`src/hdl/jafp_pkg.sv`:
```
// ----------------------------------------------------------------------------
// jafp_pkg: shared constants and tables for the joint angle pipeline
// Widths of the normalized CORDIC datapath and the arctangent table.
// ----------------------------------------------------------------------------
package jafp_pkg;

   localparam int COORD_BITS_DEF = 14;
   localparam int NORM_BITS      = 30;
   localparam int CORDIC_ITERS   = 31;
   localparam int ANGLE_BITS     = 11;
   // cordic x/y width: |x|,|y| grow to about 2^31.7 after gain, keep margin
   localparam int CW             = 36;
   localparam int ZW             = 34;
   localparam int SQ_BITS        = 62;

   typedef logic signed [CW-1:0] cw_type;
   typedef logic signed [ZW-1:0] zw_type;

   function automatic logic [ZW-1:0] atan_entry(input int k);
      logic [ZW-1:0] r;
      case (k)
         0:  r = 34'd536870912;
         1:  r = 34'd316933406;
         2:  r = 34'd167458907;
         3:  r = 34'd85004756;
         4:  r = 34'd42667331;
         5:  r = 34'd21354465;
         6:  r = 34'd10679838;
         7:  r = 34'd5340245;
         8:  r = 34'd2670163;
         9:  r = 34'd1335087;
         10: r = 34'd667544;
         11: r = 34'd333772;
         12: r = 34'd166886;
         13: r = 34'd83443;
         14: r = 34'd41722;
         15: r = 34'd20861;
         16: r = 34'd10430;
         17: r = 34'd5215;
         18: r = 34'd2608;
         19: r = 34'd1304;
         20: r = 34'd652;
         21: r = 34'd326;
         22: r = 34'd163;
         23: r = 34'd81;
         24: r = 34'd41;
         25: r = 34'd20;
         26: r = 34'd10;
         27: r = 34'd5;
         28: r = 34'd3;
         29: r = 34'd1;
         30: r = 34'd1;
         default: r = '0;
      endcase
      return r;
   endfunction

endpackage

```
`src/hdl/jafp_cordic_stage.sv`:
```
// ----------------------------------------------------------------------------
// jafp_cordic_stage: one registered vectoring CORDIC iteration
// Rotates toward the x axis by atan(2^-STEP) and accumulates the angle.
// ----------------------------------------------------------------------------
module jafp_cordic_stage #(
   parameter int STEP = 0
) (
   input  logic                           clock,
   input  logic                           reset,
   input  logic                           valid_in,
   input  logic signed [jafp_pkg::CW-1:0] x_in,
   input  logic signed [jafp_pkg::CW-1:0] y_in,
   input  logic signed [jafp_pkg::ZW-1:0] z_in,
   input  logic                           degen_in,
   output logic                           valid_out,
   output logic signed [jafp_pkg::CW-1:0] x_out,
   output logic signed [jafp_pkg::CW-1:0] y_out,
   output logic signed [jafp_pkg::ZW-1:0] z_out,
   output logic                           degen_out
);
   import jafp_pkg::*;

   localparam logic [ZW-1:0] ATAN = atan_entry(STEP);

   logic   valid_ff, degen_ff;
   cw_type x_ff, y_ff, x_in_w, y_in_w, dx, dy;
   zw_type z_ff, z_in_w;

   always_comb begin
      dx = y_in >>> STEP;
      dy = x_in >>> STEP;
      if (y_in > 0) begin
         x_in_w = x_in + dx;
         y_in_w = y_in - dy;
         z_in_w = z_in + $signed(ATAN);
      end else begin
         x_in_w = x_in - dx;
         y_in_w = y_in + dy;
         z_in_w = z_in - $signed(ATAN);
      end
   end

   always_ff @(posedge clock) begin
      if (reset) begin
         valid_ff <= 1'b0;
      end else begin
         valid_ff <= valid_in;
      end
      x_ff     <= x_in_w;
      y_ff     <= y_in_w;
      z_ff     <= z_in_w;
      degen_ff <= degen_in;
   end

   assign valid_out = valid_ff;
   assign x_out     = x_ff;
   assign y_out     = y_ff;
   assign z_out     = z_ff;
   assign degen_out = degen_ff;
endmodule

```
`config.mk`:
```
export PLATFORM = sky130hd
export DESIGN_NAME = jafp_cordic_stage
export DESIGN_NICKNAME = d
export VERILOG_FILES = /design/src/hdl/jafp_pkg.sv /design/src/hdl/jafp_cordic_stage.sv
export SDC_FILE = /design/constraint.sdc
export NUM_CORES = 1
export LEC_CHECK = 0
export ABC_AREA = 1
export BUFFER_PORTS_ARGS = -buffer_cell sky130_fd_sc_hd__buf_4
export CAP_MARGIN = 20
export CORE_AREA = 3 3 150 166
export CTS_CLUSTER_SIZE = 28
export DETAILED_ROUTE_END_ITERATION = 6
export DIE_AREA = 0 0 153 169
export PLACE_DENSITY = 0.67
export SETUP_SLACK_MARGIN = 0.1
export SYNTH_ARGS = -nofsm -noshare
export SYNTH_HDL_FRONTEND = slang
export SYNTH_SLANG_ARGS = --single-unit
```
`constraint.sdc`:
```
create_clock -name clock -period 6.11 [get_ports clock]
set_clock_uncertainty 0.15 [all_clocks]
set_input_delay 1.222 -clock clock [delete_from_list [all_inputs] [get_ports clock]]
set_output_delay 1.222 -clock clock [all_outputs]
set_load 0.05 [all_outputs]
```
==> flow_summary.ini <==
[yosys]
syn-num-nets = 1940
syn_area_sq_um = 10500
synth_area_per_cell_sq_um = 6.09
synth_flop_cell = dfxtp_1
synth_top_area_frac = 0.205
synth.area.top_cells = dfxtp_1, nand2_1, ha_1, inv_1, nand3_1
synth.most_common_cell = nand2_1
synth_warnings = 0
synthTopCellsByCount = nand2_1, inv_1, nand3_1
synth-async-reset-ratio = 0
synth_edf_count = 0
synth_seq_cells = 107
yosysSeqAreaShare = 0.205
synthCells = 1718
synth.largest_area_cell = dfxtp_1
synthDistinctLibCells = 40

[clock_network]
cts_buffers = 9
clock-sinks = 107
cts_resized = 0
clockRootBuffer = clkbuf_16
hold_buffers = 0
cts_tree = done
cts.path.max_buffers = 2
cts_setup_buffers = 0
htreeDepth = 3
clk_transition_reported_paths_ns = 0.08

[global_route]
met2_usage = 0.534
grt_pass1_wl_um = 61100
grt.busiest_layer = met2
track_usage = 0.300
grt_antenna_before_repair = 0
grt_max_degree = 69
globalRouteMet3Util = 0.0345
grt_pass1_vias = 11000
met1_usage = 0.371
grt_overflow_total = 0

[sta]
fmax_mhz = 278
finalCritPeriodShare = 0.589
rsz0062_at_grt = no
worst_slew_pin_slew_ns = 0.798
setup_viol = 0
relSlewSlack = 0.468
tns_ns = 0
slew_viol_final = 0
holdWs_ns = 0.802
hold_violations = 0
period_minus_slack_ns = 3.60

[setup_path]
crit_path_end_kind = flop
crit_start = y_in[1]
critPathMaxFanout = 23
slowest_stage = ha_1
required_ns = 6.17
startpoint_type = primary input
crit_type = primary input to flop
critPathCapture = z_out[33]$_DFF_P_
cpPeakStageDelay_ns = 0.36
crit_top_cell = nor2_1
worstPathCellList = buf_4 -> inv_1 -> nand4_1 -> nor2_1 -> nand3_1 -> nor2_1 -> nor2_4 -> inv_2 -> ha_1 -> a21oi_1 -> nand2_1 -> xnor2_1 -> xor2_1
critPathArrivalTime_ns = 3.66

[outcome]
outcome = complete, no violations

[die]
design.core.area_sq_um = 23500
initial_core_util = 0.444
rows = 59
num_io_pins = 218
die_area_sq_um = 25900
die_w_um = 153
die-height_um = 169

[final_layout]
layoutNonFillerInstCount = 2211
syn2layout_area_growth_pct = 19.3
drive_above_1_share = 0.159
final_area_sq_um = 12500
register_area_sq_um = 2140
antennaDiodeCount = 0
finalNetCount = 2123
fill_cells = 2544
multi_input_area_sq_um = 6930

[detailed_routing]
drc = 0
dr.pass1.iters = 6
drt_iter0_markers = 785
vias = 11400
via_per_inst = 5.15
wirelength_um = 39700
antenna_left = 0
wire_per_inst_um = 18.0

[power]
p_leak_uw = 0.00683
power.density_nw_per_um2 = 238
ir_worst_vdd_v = 0.000132

[hold_path]
hold_path_class = primary input to flop

[place]
placedCellCount = 2195
place_area_sq_um = 12200
hpwl_um = 34000
gp_congestion = 1.05
port_buffers = 217

[flow_run]
maxCapViolations = 0
==> worst min path at each step <==
| stage | depth (start not counted) | to | slack [ns] | startpoint |
|---|---|---|---|---|
| after floorplan | 0 | degen_out$_DFF_P_ | 1.10 | degen_in |
| after global placement | 1 | z_out[9]$_DFF_P_ | 1.18 | z_in[9] |
| after detailed placement | 1 | z_out[27]$_DFF_P_ | 1.18 | z_in[27] |
| after CTS | 1 | z_out[27]$_DFF_P_ | 0.79 | z_in[27] |
| after global routing | 1 | z_out[18]$_DFF_P_ | 0.79 | z_in[18] |
| final | 1 | z_out[27]$_DFF_P_ | 0.80 | z_in[27] |
==> routing by layer <==
| layer | vias up | routed length (um) |
|---|---|---|
| li1 | 5729 | - |
| met1 | 5163 | 17000 |
| met2 | 405 | 19100 |
| met3 | 80 | 2050 |
| met4 | 0 | 1580 |
| met5 | - | 0 |
==> logic make-up (layout without fill, tap and decap cells) <==
kind of cell	count (synthesis)	after routing	synth area share
simple gates	883	883	0.361
buf+inv	329	517	0.134
compound gates	241	241	0.125
fa+ha+maj	112	112	0.137
flops	107	107	0.205
xor+xnor	46	46	0.0385
==> power by group <==
part	leakage (uW)	switching, uW	total [uW]	internal, uW
Combinational	0.00577	1040	1470	432
Clock	0.000159	326	660	334
Sequential	0.000903	33.2	836	803
==> worst max-delay path, delay by kind of cell <==
family                   cells  cell delay (ns)
adder cells (fa/ha/maj)      1             0.36
AND/OR/NAND/NOR              6             0.84
XOR/XNOR                     2             0.29
buffers and inverters        3             0.79
AO/OA/AOI/OAI                1             0.15
==> layout by cell type, fill, tap and decap left out, types with 5 or more instances in the layout <==
master     Yosys  layout
dfxtp_1      107     107
clkbuf_16      0       9
o21ai_1       14      14
nor2_1       125     125
nand2_2       16      16
nor2_2        21      20
nand4_1       13      13
xor2_1        45      45
inv_1        275     275
ha_1         108     108
nor3_1         8       8
buf_4         28     219
and2_1         6       6
a21oi_1      114     114
nand2_1      514     514
nand3_1      162     162
a21oi_2        5       5
inv_2          7       7
o21ai_0       77      77
o21bai_1      19      19
==> layout make-up <==
| class | instances | area share |
|---|---|---|
| Clock buffer | 9 | 0.0180 |
| Timing Repair Buffer | 219 | 0.132 |
| Multi-Input combinational cell | 1282 | 0.555 |
| Clock inverter | 7 | 0.00822 |
| Inverter | 282 | 0.0848 |
| Sequential cell | 107 | 0.172 |
| Tap cell | 305 | 0.0306 |
==> state kept, by name, summed over array words and instances, names as in the netlist <==
register / cells
z_out: 34
degen_out: 1
valid_out: 1
y_out: 35
x_out: 36
==> per-stage QoR <==
step,utilization,setup slack (ns),total power (uW)
floorplan,-,3.01,1850
finish,0.530,2.51,2970
CTS,0.530,2.51,2980
global placement,0.516,2.16,2310
global route,0.530,2.33,3130
detailed placement,0.516,2.12,2310
Power figures use the tool's default switching activity.
