**src/hdl/jafp_pkg.sv**
```systemverilog
// ----------------------------------------------------------------------------
// jafp_pkg: shared constants and tables for the joint angle pipeline
// Widths of the normalized CORDIC datapath and the arctangent table.
// ----------------------------------------------------------------------------
package jafp_pkg;

   localparam int COORD_BITS_DEF = 14;
   localparam int NORM_BITS      = 30;
   localparam int CORDIC_ITERS   = 31;
   localparam int ANGLE_BITS     = 11;
   // cordic x/y width: |x|,|y| grow to about 2^31.7 after gain, keep margin
   localparam int CW             = 36;
   localparam int ZW             = 34;
   localparam int SQ_BITS        = 62;

   typedef logic signed [CW-1:0] cw_type;
   typedef logic signed [ZW-1:0] zw_type;

   function automatic logic [ZW-1:0] atan_entry(input int k);
      logic [ZW-1:0] r;
      case (k)
         0:  r = 34'd536870912;
         1:  r = 34'd316933406;
         2:  r = 34'd167458907;
         3:  r = 34'd85004756;
         4:  r = 34'd42667331;
         5:  r = 34'd21354465;
         6:  r = 34'd10679838;
         7:  r = 34'd5340245;
         8:  r = 34'd2670163;
         9:  r = 34'd1335087;
         10: r = 34'd667544;
         11: r = 34'd333772;
         12: r = 34'd166886;
         13: r = 34'd83443;
         14: r = 34'd41722;
         15: r = 34'd20861;
         16: r = 34'd10430;
         17: r = 34'd5215;
         18: r = 34'd2608;
         19: r = 34'd1304;
         20: r = 34'd652;
         21: r = 34'd326;
         22: r = 34'd163;
         23: r = 34'd81;
         24: r = 34'd41;
         25: r = 34'd20;
         26: r = 34'd10;
         27: r = 34'd5;
         28: r = 34'd3;
         29: r = 34'd1;
         30: r = 34'd1;
         default: r = '0;
      endcase
      return r;
   endfunction

endpackage

```
**src/hdl/jafp_sqrt_stage.sv**
```systemverilog
// ----------------------------------------------------------------------------
// jafp_sqrt_stage: one registered step of the restoring integer square root
// Resolves one result bit per stage, with valid and side data alongside.
// ----------------------------------------------------------------------------
module jafp_sqrt_stage #(
   parameter int STEP = 0
) (
   input  logic                              clock,
   input  logic                              reset,
   input  logic                              valid_in,
   input  logic [jafp_pkg::SQ_BITS-1:0]      rem_in,
   input  logic [jafp_pkg::SQ_BITS/2-1:0]    root_in,
   input  logic signed [jafp_pkg::CW-1:0]    x_in,
   input  logic                              degen_in,
   output logic                              valid_out,
   output logic [jafp_pkg::SQ_BITS-1:0]      rem_out,
   output logic [jafp_pkg::SQ_BITS/2-1:0]    root_out,
   output logic signed [jafp_pkg::CW-1:0]    x_out,
   output logic                              degen_out
);
   import jafp_pkg::*;

   localparam int RB  = SQ_BITS / 2;
   localparam int POS = RB - 1 - STEP;

   logic              valid_ff;
   logic [SQ_BITS-1:0] rem_ff, rem_in_w;
   logic [RB-1:0]      root_ff, root_in_w;
   cw_type             x_ff;
   logic               degen_ff;
   logic [SQ_BITS+1:0] trial;
   logic [SQ_BITS+1:0] rem_wide;

   // trial = (root << (POS+1)) + 4^POS
   always_comb begin
      trial    = ({{(SQ_BITS+2-RB){1'b0}}, root_in} << (POS + 1))
               + ({{(SQ_BITS+1){1'b0}}, 1'b1} << (2 * POS));
      rem_wide = {2'b00, rem_in};
      if (rem_wide >= trial) begin
         rem_in_w  = rem_in - trial[SQ_BITS-1:0];
         root_in_w = root_in | (RB'(1) << POS);
      end else begin
         rem_in_w  = rem_in;
         root_in_w = root_in;
      end
   end

   always_ff @(posedge clock) begin
      if (reset) begin
         valid_ff <= 1'b0;
      end else begin
         valid_ff <= valid_in;
      end
      rem_ff   <= rem_in_w;
      root_ff  <= root_in_w;
      x_ff     <= x_in;
      degen_ff <= degen_in;
   end

   assign valid_out = valid_ff;
   assign rem_out   = rem_ff;
   assign root_out  = root_ff;
   assign x_out     = x_ff;
   assign degen_out = degen_ff;
endmodule

```
**config.mk**
```make
export PLATFORM = sky130hd
export DESIGN_NAME = jafp_sqrt_stage
export DESIGN_NICKNAME = d
export VERILOG_FILES = /design/src/hdl/jafp_pkg.sv /design/src/hdl/jafp_sqrt_stage.sv
export SDC_FILE = /design/constraint.sdc
export NUM_CORES = 1
export LEC_CHECK = 0
export BUFFER_PORTS_ARGS = -buffer_cell sky130_fd_sc_hd__buf_2
export CAP_MARGIN = 20
export CORE_ASPECT_RATIO = 1.1
export CORE_MARGIN = 2
export CORE_UTILIZATION = 40
export CTS_BUF_LIST = sky130_fd_sc_hd__clkbuf_8
export DETAILED_ROUTE_END_ITERATION = 10
export GPL_TIMING_DRIVEN = 0
export PLACE_DENSITY = 0.68
export SLEW_MARGIN = 5
export SYNTH_ARGS = -nofsm -noshare
export SYNTH_HDL_FRONTEND = slang
export SYNTH_SLANG_ARGS = --single-unit
```
**constraint.sdc**
```tcl
create_clock -name clock -period 4.83 [get_ports clock]
set_clock_uncertainty 0.1 [all_clocks]
set_input_delay 0.483 -clock clock [delete_from_list [all_inputs] [get_ports clock]]
set_output_delay 0.483 -clock clock [all_outputs]
set_load 0.02 [all_outputs]
```
==> results.sh, run 1 <==
export IMPL_fill_cells=1111
export IMPL_p_per_area_nw_per_um2=397
export IMPL_status="finished clean"
export IMPL_post_route_period_util_pct=70.3
export IMPL_cp_required_ns=5.05
export IMPL_core_um2=12500
export IMPL_dieWidth_um=112
export IMPL_ys_warn_count=0
export IMPL_row_count=43
export IMPL_synth_common_cells="dfxtp_1, inv_1, ha_1"
export IMPL_power_switching_w=0.000877
export IMPL_ir_drop_mv=0.258
export IMPL_grt_pass1_wl_um=20800
export IMPL_hold_viol=0
export IMPL_min_path_type="in2reg"
export IMPL_layout_drive_gt1_share_pct=43.5
export IMPL_drt_vias_per_instance=4.80
export IMPL_dr_first_iter_drc_count=225
export IMPL_drc_errors=0
export IMPL_sequentialPowerShare_pct=42.3
export IMPL_tns_ns=0
export IMPL_port_buffers=263
export IMPL_wl_per_cell_um=15.3
export IMPL_wl_um=14100
export IMPL_p_total_w=0.00282
export IMPL_clkPwrFrac_pct=34.1
export IMPL_start_util_pct=40.9
export IMPL_syn2layout_area_growth_pct=38.9
export IMPL_grt_max_degree=17
export IMPL_p_sw_share_pct=31.1
export IMPL_pin_count=264
export IMPL_path_class="in2reg"
export IMPL_maxCapViolCount=0
export IMPL_critPathLaunchType="input pin"
export IMPL_leakagePower_nw=3.69
export IMPL_synth_most_common_cell="dfxtp_1"
export IMPL_die_h_um=123
export IMPL_syn_area_per_cell_um2=11.0
export IMPL_diodes=0
export IMPL_syn_cell_area_um2=5120
export IMPL_layout_nets=920
export IMPL_setup_violations=0
export IMPL_antenna_found_initial=0
export IMPL_hold_path_cell_count=1
export IMPL_fmax_ghz=0.295
export IMPL_gp_congestion=0.846
export IMPL_first_pass_iters=4
export IMPL_comb_power_share_pct=23.6
export IMPL_ys_top_cells_by_area="dfxtp_1, mux2_4, ha_1"
export IMPL_cts_setup_buffers=0
export IMPL_syn_nets=632
export IMPL_crit_fanout=10
export IMPL_die_area_um2=13700
export IMPL_p_int_w=0.00195
export IMPL_h_tree_depth=4
export IMPL_fin_crit_ns=3.39
export IMPL_crit_path_end="rem_out[52]$_DFF_P_"
export IMPL_grt_usage_pct=19.6
export IMPL_drv_slew=0
export IMPL_synth_cell_types=51
export IMPL_rsz0062_at_grt="no"
export IMPL_slew_headroom_pct=63.0
export IMPL_dp_hpwl_um=11300
export IMPL_grt_pass1_vias=4306
export IMPL_ys_async_sr_fraction_pct=0
export IMPL_synth_top_area_share_pct=51.2
export IMPL_clk_pin_slew_ns=0.08
export IMPL_cts_buffer_depth=2
export IMPL_cts_buffers=17
export IMPL_vias=4438
export IMPL_grt_ovfl_total=0
export IMPL_cts_tree="yes"
export IMPL_synth_seq_area_share_pct=51.2
export IMPL_synth_seq_cells=131
export IMPL_crit_path_start="rem_in[31]"
export IMPL_synth_edf_count=0
export IMPL_worstPathArrival_ns=3.62
export IMPL_cts_hold_buffers=0
export IMPL_root_buffer="clkbuf_8"
export IMPL_synthFlopType="dfxtp_1"
export IMPL_worst_pin_slew_ns=0.548
export IMPL_synth_cells=466
export IMPL_ant_nets=0
export IMPL_yosysTopAreaCell="dfxtp_1"
export IMPL_end_kind="flop"
export IMPL_clkSinkCount=131
export IMPL_cts_resized=0
-- flip-flops by register name (all words and copies together) (netlist names) --
register   count
root_out      31
x_out         36
degen_out      1
rem_out       62
valid_out      1
-- power by group through the flow --
stage                     Clock, W  Sequential [W]  Combinational [W]
after global placement           0         0.00122           0.000655
after floorplan                  0         0.00134           0.000318
after global routing       0.00104         0.00120           0.000722
after detailed placement         0         0.00122           0.000662
after CTS                 0.000990         0.00119           0.000665
final                     0.000964         0.00119           0.000666
-- final cells by class --
type,count,area [um2],share of cell area [%]
sequential,131,2620,36.9
multi-input combinational,287,2300,32.3
timing repair buffer,269,1380,19.3
clock buffer,17,234,3.29
tap,157,196,2.76
clock inverter,15,186,2.62
inverter,37,139,1.95
buffer,11,63.8,0.897
-- how the worst min path moves through the flow --
stage                     slack (ns)                 to     start
after floorplan                 0.41  degen_out$_DFF_P_  degen_in
after global placement          0.49  x_out[15]$_DFF_P_  x_in[15]
after detailed placement        0.49  x_out[28]$_DFF_P_  x_in[28]
after CTS                      0.008  x_out[33]$_DFF_P_  x_in[33]
after global routing          -0.003  x_out[26]$_DFF_P_  x_in[26]
final                           0.04  x_out[33]$_DFF_P_  x_in[33]
-- layer usage --
metal  up-vias  wire [um]  track usage, %
li1       2222          -               -
met1      2022       5520            22.0
met2       172       7270            33.8
met3        22       1060            7.16
met4         0        272            8.18
met5         -          0               0
-- through the flow --
step	hold slack (ns)	setup slack, ns	utilization, %	cell area, um2	cells
after floorplan	0.411	1.43	-	5120	466
after global placement	0.486	1.00	52.9	6630	886
after detailed placement	0.487	0.984	52.9	6630	886
after CTS	0.00826	1.45	56.3	7050	918
after global routing	-0.00290	1.33	56.8	7110	924
final	0.0361	1.44	56.8	7110	924
-- critical path: stages --
cell,delay [ns]
buf_2,0.09
inv_1,0.06
ha_1,0.16
inv_1,0.05
fa_1,0.43
a211o_1,0.36
a21oi_2,0.24
o211ai_2,0.16
a31o_2,0.27
a31oi_4,0.21
o21ai_2,0.11
a311o_2,0.48
buf_6,0.19
mux2_4,0.31
-- cells by family after synthesis --
group,Yosys count,share of synthesized area [%]
simple gates,95,9.48
flops,131,51.2
compound gates,102,14.0
mux,31,8.75
xor+xnor,26,4.45
fa+ha+maj,33,8.21
buf+inv,48,3.96
-- cells in the final DEF (no fill, tap or decap), types with 8 or more instances in the layout --
cell,count
a21oi_1,25
o21ai_0,14
clkbuf_8,17
nor2_1,21
xor2_1,12
mux2_4,27
ha_1,32
dfxtp_1,131
nor4_1,9
buf_2,263
xnor2_1,14
a21o_1,25
nand3_1,10
nand2_1,19
clkbuf_1,8
inv_1,37
(Power assumes the default switching activity.)
==> inputs of run 2 (changes only) <==
ABC_AREA = 1   (was not set)
clock period = 3 ns   (was 4.83 ns; I/O delays follow)
==> run 2 against run 1 <==
Core utilization is 6.9 points higher. Combinational power is 91% higher. Sequential power is 62% higher. Clock power is 62% higher. Sequential cell count stayed put. Sequential share of layout area is 8.4 points lower. Worst hold slack worse by 0.013 ns. Synthesized cell count is 78% higher. Non-clock buffer count is 121 higher. Design area is 30% higher. Largest power group unchanged. Highest routed layer is now met5.
==> results.sh, run 2 <==
export IMPL_drt_vias_per_instance=4.54
export IMPL_fin_crit_ns=2.67
export IMPL_fmax_ghz=0.374
export IMPL_clkPwrFrac_pct=32.8
export IMPL_final_core_util_pct=63.6
export IMPL_cts_setup_buffers=0
export IMPL_synth_cell_types=28
export IMPL_dieWidth_um=120
export IMPL_grt_usage_pct=25.9
export IMPL_synthFlopType="dfxtp_1"
export IMPL_rsz0062_at_grt="no"
export IMPL_hold_end="rem_out[31]$_DFF_P_"
export IMPL_synth_edf_count=0
export IMPL_comb_power_share_pct=26.7
export IMPL_die_h_um=132
export IMPL_tns_ns=0
export IMPL_start_util_pct=41.1
export IMPL_core_um2=14500
export IMPL_end_kind="flop"
export IMPL_cts_buffers=17
export IMPL_final_common_cell="nand2_1"
export IMPL_syn_cell_area_um2=5970
export IMPL_ant_nets=0
export IMPL_crit_path_start="root_in[0]"
export IMPL_grt_pass1_vias=6514
export IMPL_critPathLaunchType="input pin"
export IMPL_ys_top_cells_by_area="dfxtp_1, nand2_1, inv_1"
export IMPL_setup_violations=0
export IMPL_largest_register_ffs=62
export IMPL_pin_count=264
export IMPL_slew_headroom_pct=77.2
export IMPL_layout_nets=1407
export IMPL_power_switching_w=0.00166
export IMPL_synth_seq_area_share_pct=44.0
export IMPL_layout_drive_gt1_share_pct=26.7
export IMPL_cts_hold_buffers=129
export IMPL_first_pass_iters=5
export IMPL_p_int_w=0.00310
export IMPL_p_total_w=0.00476
export IMPL_grt_pass1_wl_um=32400
export IMPL_synth_top_area_share_pct=44.0
export IMPL_cts_tree="yes"
export IMPL_min_path_type="in2reg"
export IMPL_root_buffer="clkbuf_8"
export IMPL_wl_per_cell_um=14.4
export IMPL_worstPathArrival_ns=2.92
export IMPL_ys_async_sr_fraction_pct=0
export IMPL_leakagePower_nw=5.17
export IMPL_path_class="in2reg"
export IMPL_ir_drop_mv=0.249
export IMPL_synth_common_cells="nand2_1, inv_1, dfxtp_1"
export IMPL_place_area_um2=7520
export IMPL_p_sw_share_pct=34.8
export IMPL_dr_first_iter_drc_count=388
export IMPL_drv_slew=0
export IMPL_drc_errors=0
export IMPL_syn_nets=996
export IMPL_hold_path_startpoint="rem_in[31]"
export IMPL_syn2layout_area_growth_pct=54.6
export IMPL_maxCapViolCount=0
export IMPL_layout_common_cells="nand2_1, buf_2, inv_1"
export IMPL_crit_fanout=10
export IMPL_yosysTopAreaCell="dfxtp_1"
export IMPL_hold_viol=0
export IMPL_row_count=46
export IMPL_post_route_period_util_pct=89.2
export IMPL_vias=6571
export IMPL_grt_max_degree=17
export IMPL_synth_most_common_cell="nand2_1"
export IMPL_diodes=0
export IMPL_dp_hpwl_um=14600
export IMPL_synth_cells=830
export IMPL_status="finished clean"
export IMPL_ys_warn_count=0
export IMPL_grt_ovfl_total=0
export IMPL_h_tree_depth=4
export IMPL_cts_resized=0
export IMPL_synth_seq_cells=131
export IMPL_clk_pin_slew_ns=0.09
export IMPL_p_per_area_nw_per_um2=516
export IMPL_die_area_um2=15900
export IMPL_antenna_found_initial=2
export IMPL_post_route_cell_area_um2=9230
export IMPL_cts_buffer_depth=2
export IMPL_gp_congestion=0.913
export IMPL_port_buffers=263
export IMPL_sequentialPowerShare_pct=40.5
export IMPL_syn_area_per_cell_um2=7.19
export IMPL_clkSinkCount=131
export IMPL_hold_path_cell_count=3
export IMPL_worst_pin_slew_ns=0.340
export IMPL_wl_um=20800
export IMPL_cp_required_ns=3.25
run 2: logic make-up after synthesis:
group           after synthesis  synth area share, %
simple gates                458                 33.2
flops                       131                 44.0
fa+ha+maj                    33                 7.05
xor+xnor                     15                 2.20
buf+inv                     172                 11.7
compound gates               21                 1.85
run 2: critical path: stages:
cell and delay, ns:
dlygate4sd3_1 0.53, buf_2 0.14, ha_1 0.17, inv_1 0.09
fa_1 0.44, nand3_1 0.11, nand3_1 0.16, nand2_1 0.12
nand2_2 0.09, nand2_1 0.07, nand2_1 0.11, nand2_2 0.11
nand3_4 0.11, buf_6 0.18, nand3_1 0.12, nand2_1 0.06
run 2: how the worst max path moves through the flow:
stage | end | slack, ns | cells past startpoint
3_3_place_gp | rem_out[58]$_DFF_P_ | 0.38 | 16
5_1_grt | rem_out[53]$_DFF_P_ | 0.14 | 16
2_1_floorplan | rem_out[58]$_DFF_P_ | 0.91 | 15
4_1_cts | rem_out[58]$_DFF_P_ | 0.35 | 16
3_5_place_dp | rem_out[58]$_DFF_P_ | 0.39 | 16
6_report | rem_out[58]$_DFF_P_ | 0.33 | 16
run 2: power by group through the flow:
stage / sequential [W] / clock [W] / combinational (W)
after floorplan: 0.00216 / 0 / 0.000514
after global placement: 0.00196 / 0 / 0.00111
after detailed placement: 0.00196 / 0 / 0.00112
after CTS: 0.00192 / 0.00158 / 0.00126
after global routing: 0.00194 / 0.00167 / 0.00140
final: 0.00193 / 0.00156 / 0.00127
run 2: metal layers:
layer	GRT usage [%]	share of wire, %
met1	29.0	41
met4	9.30	2.8
met3	6.44	6.1
met5	0	0.14
met2	47.0	50
run 2: final cells by class:
cell class                 count  area [um2]
clock inverter                15         179
tap                          192         240
sequential                   131        2620
buffer                         9        87.6
timing repair buffer         392        2610
clock buffer                  17         234
fill                        1256        5280
inverter                     163         612
multi-input combinational    527        2650
run 2: stage by stage:
stage	setup slack, ns	hold WS, ns	std cells
after floorplan	0.906	0.228	830
after global placement	0.385	0.302	1285
after detailed placement	0.392	0.304	1285
after CTS	0.354	0.00220	1446
after global routing	0.135	0.0249	1446
final	0.325	0.0233	1446
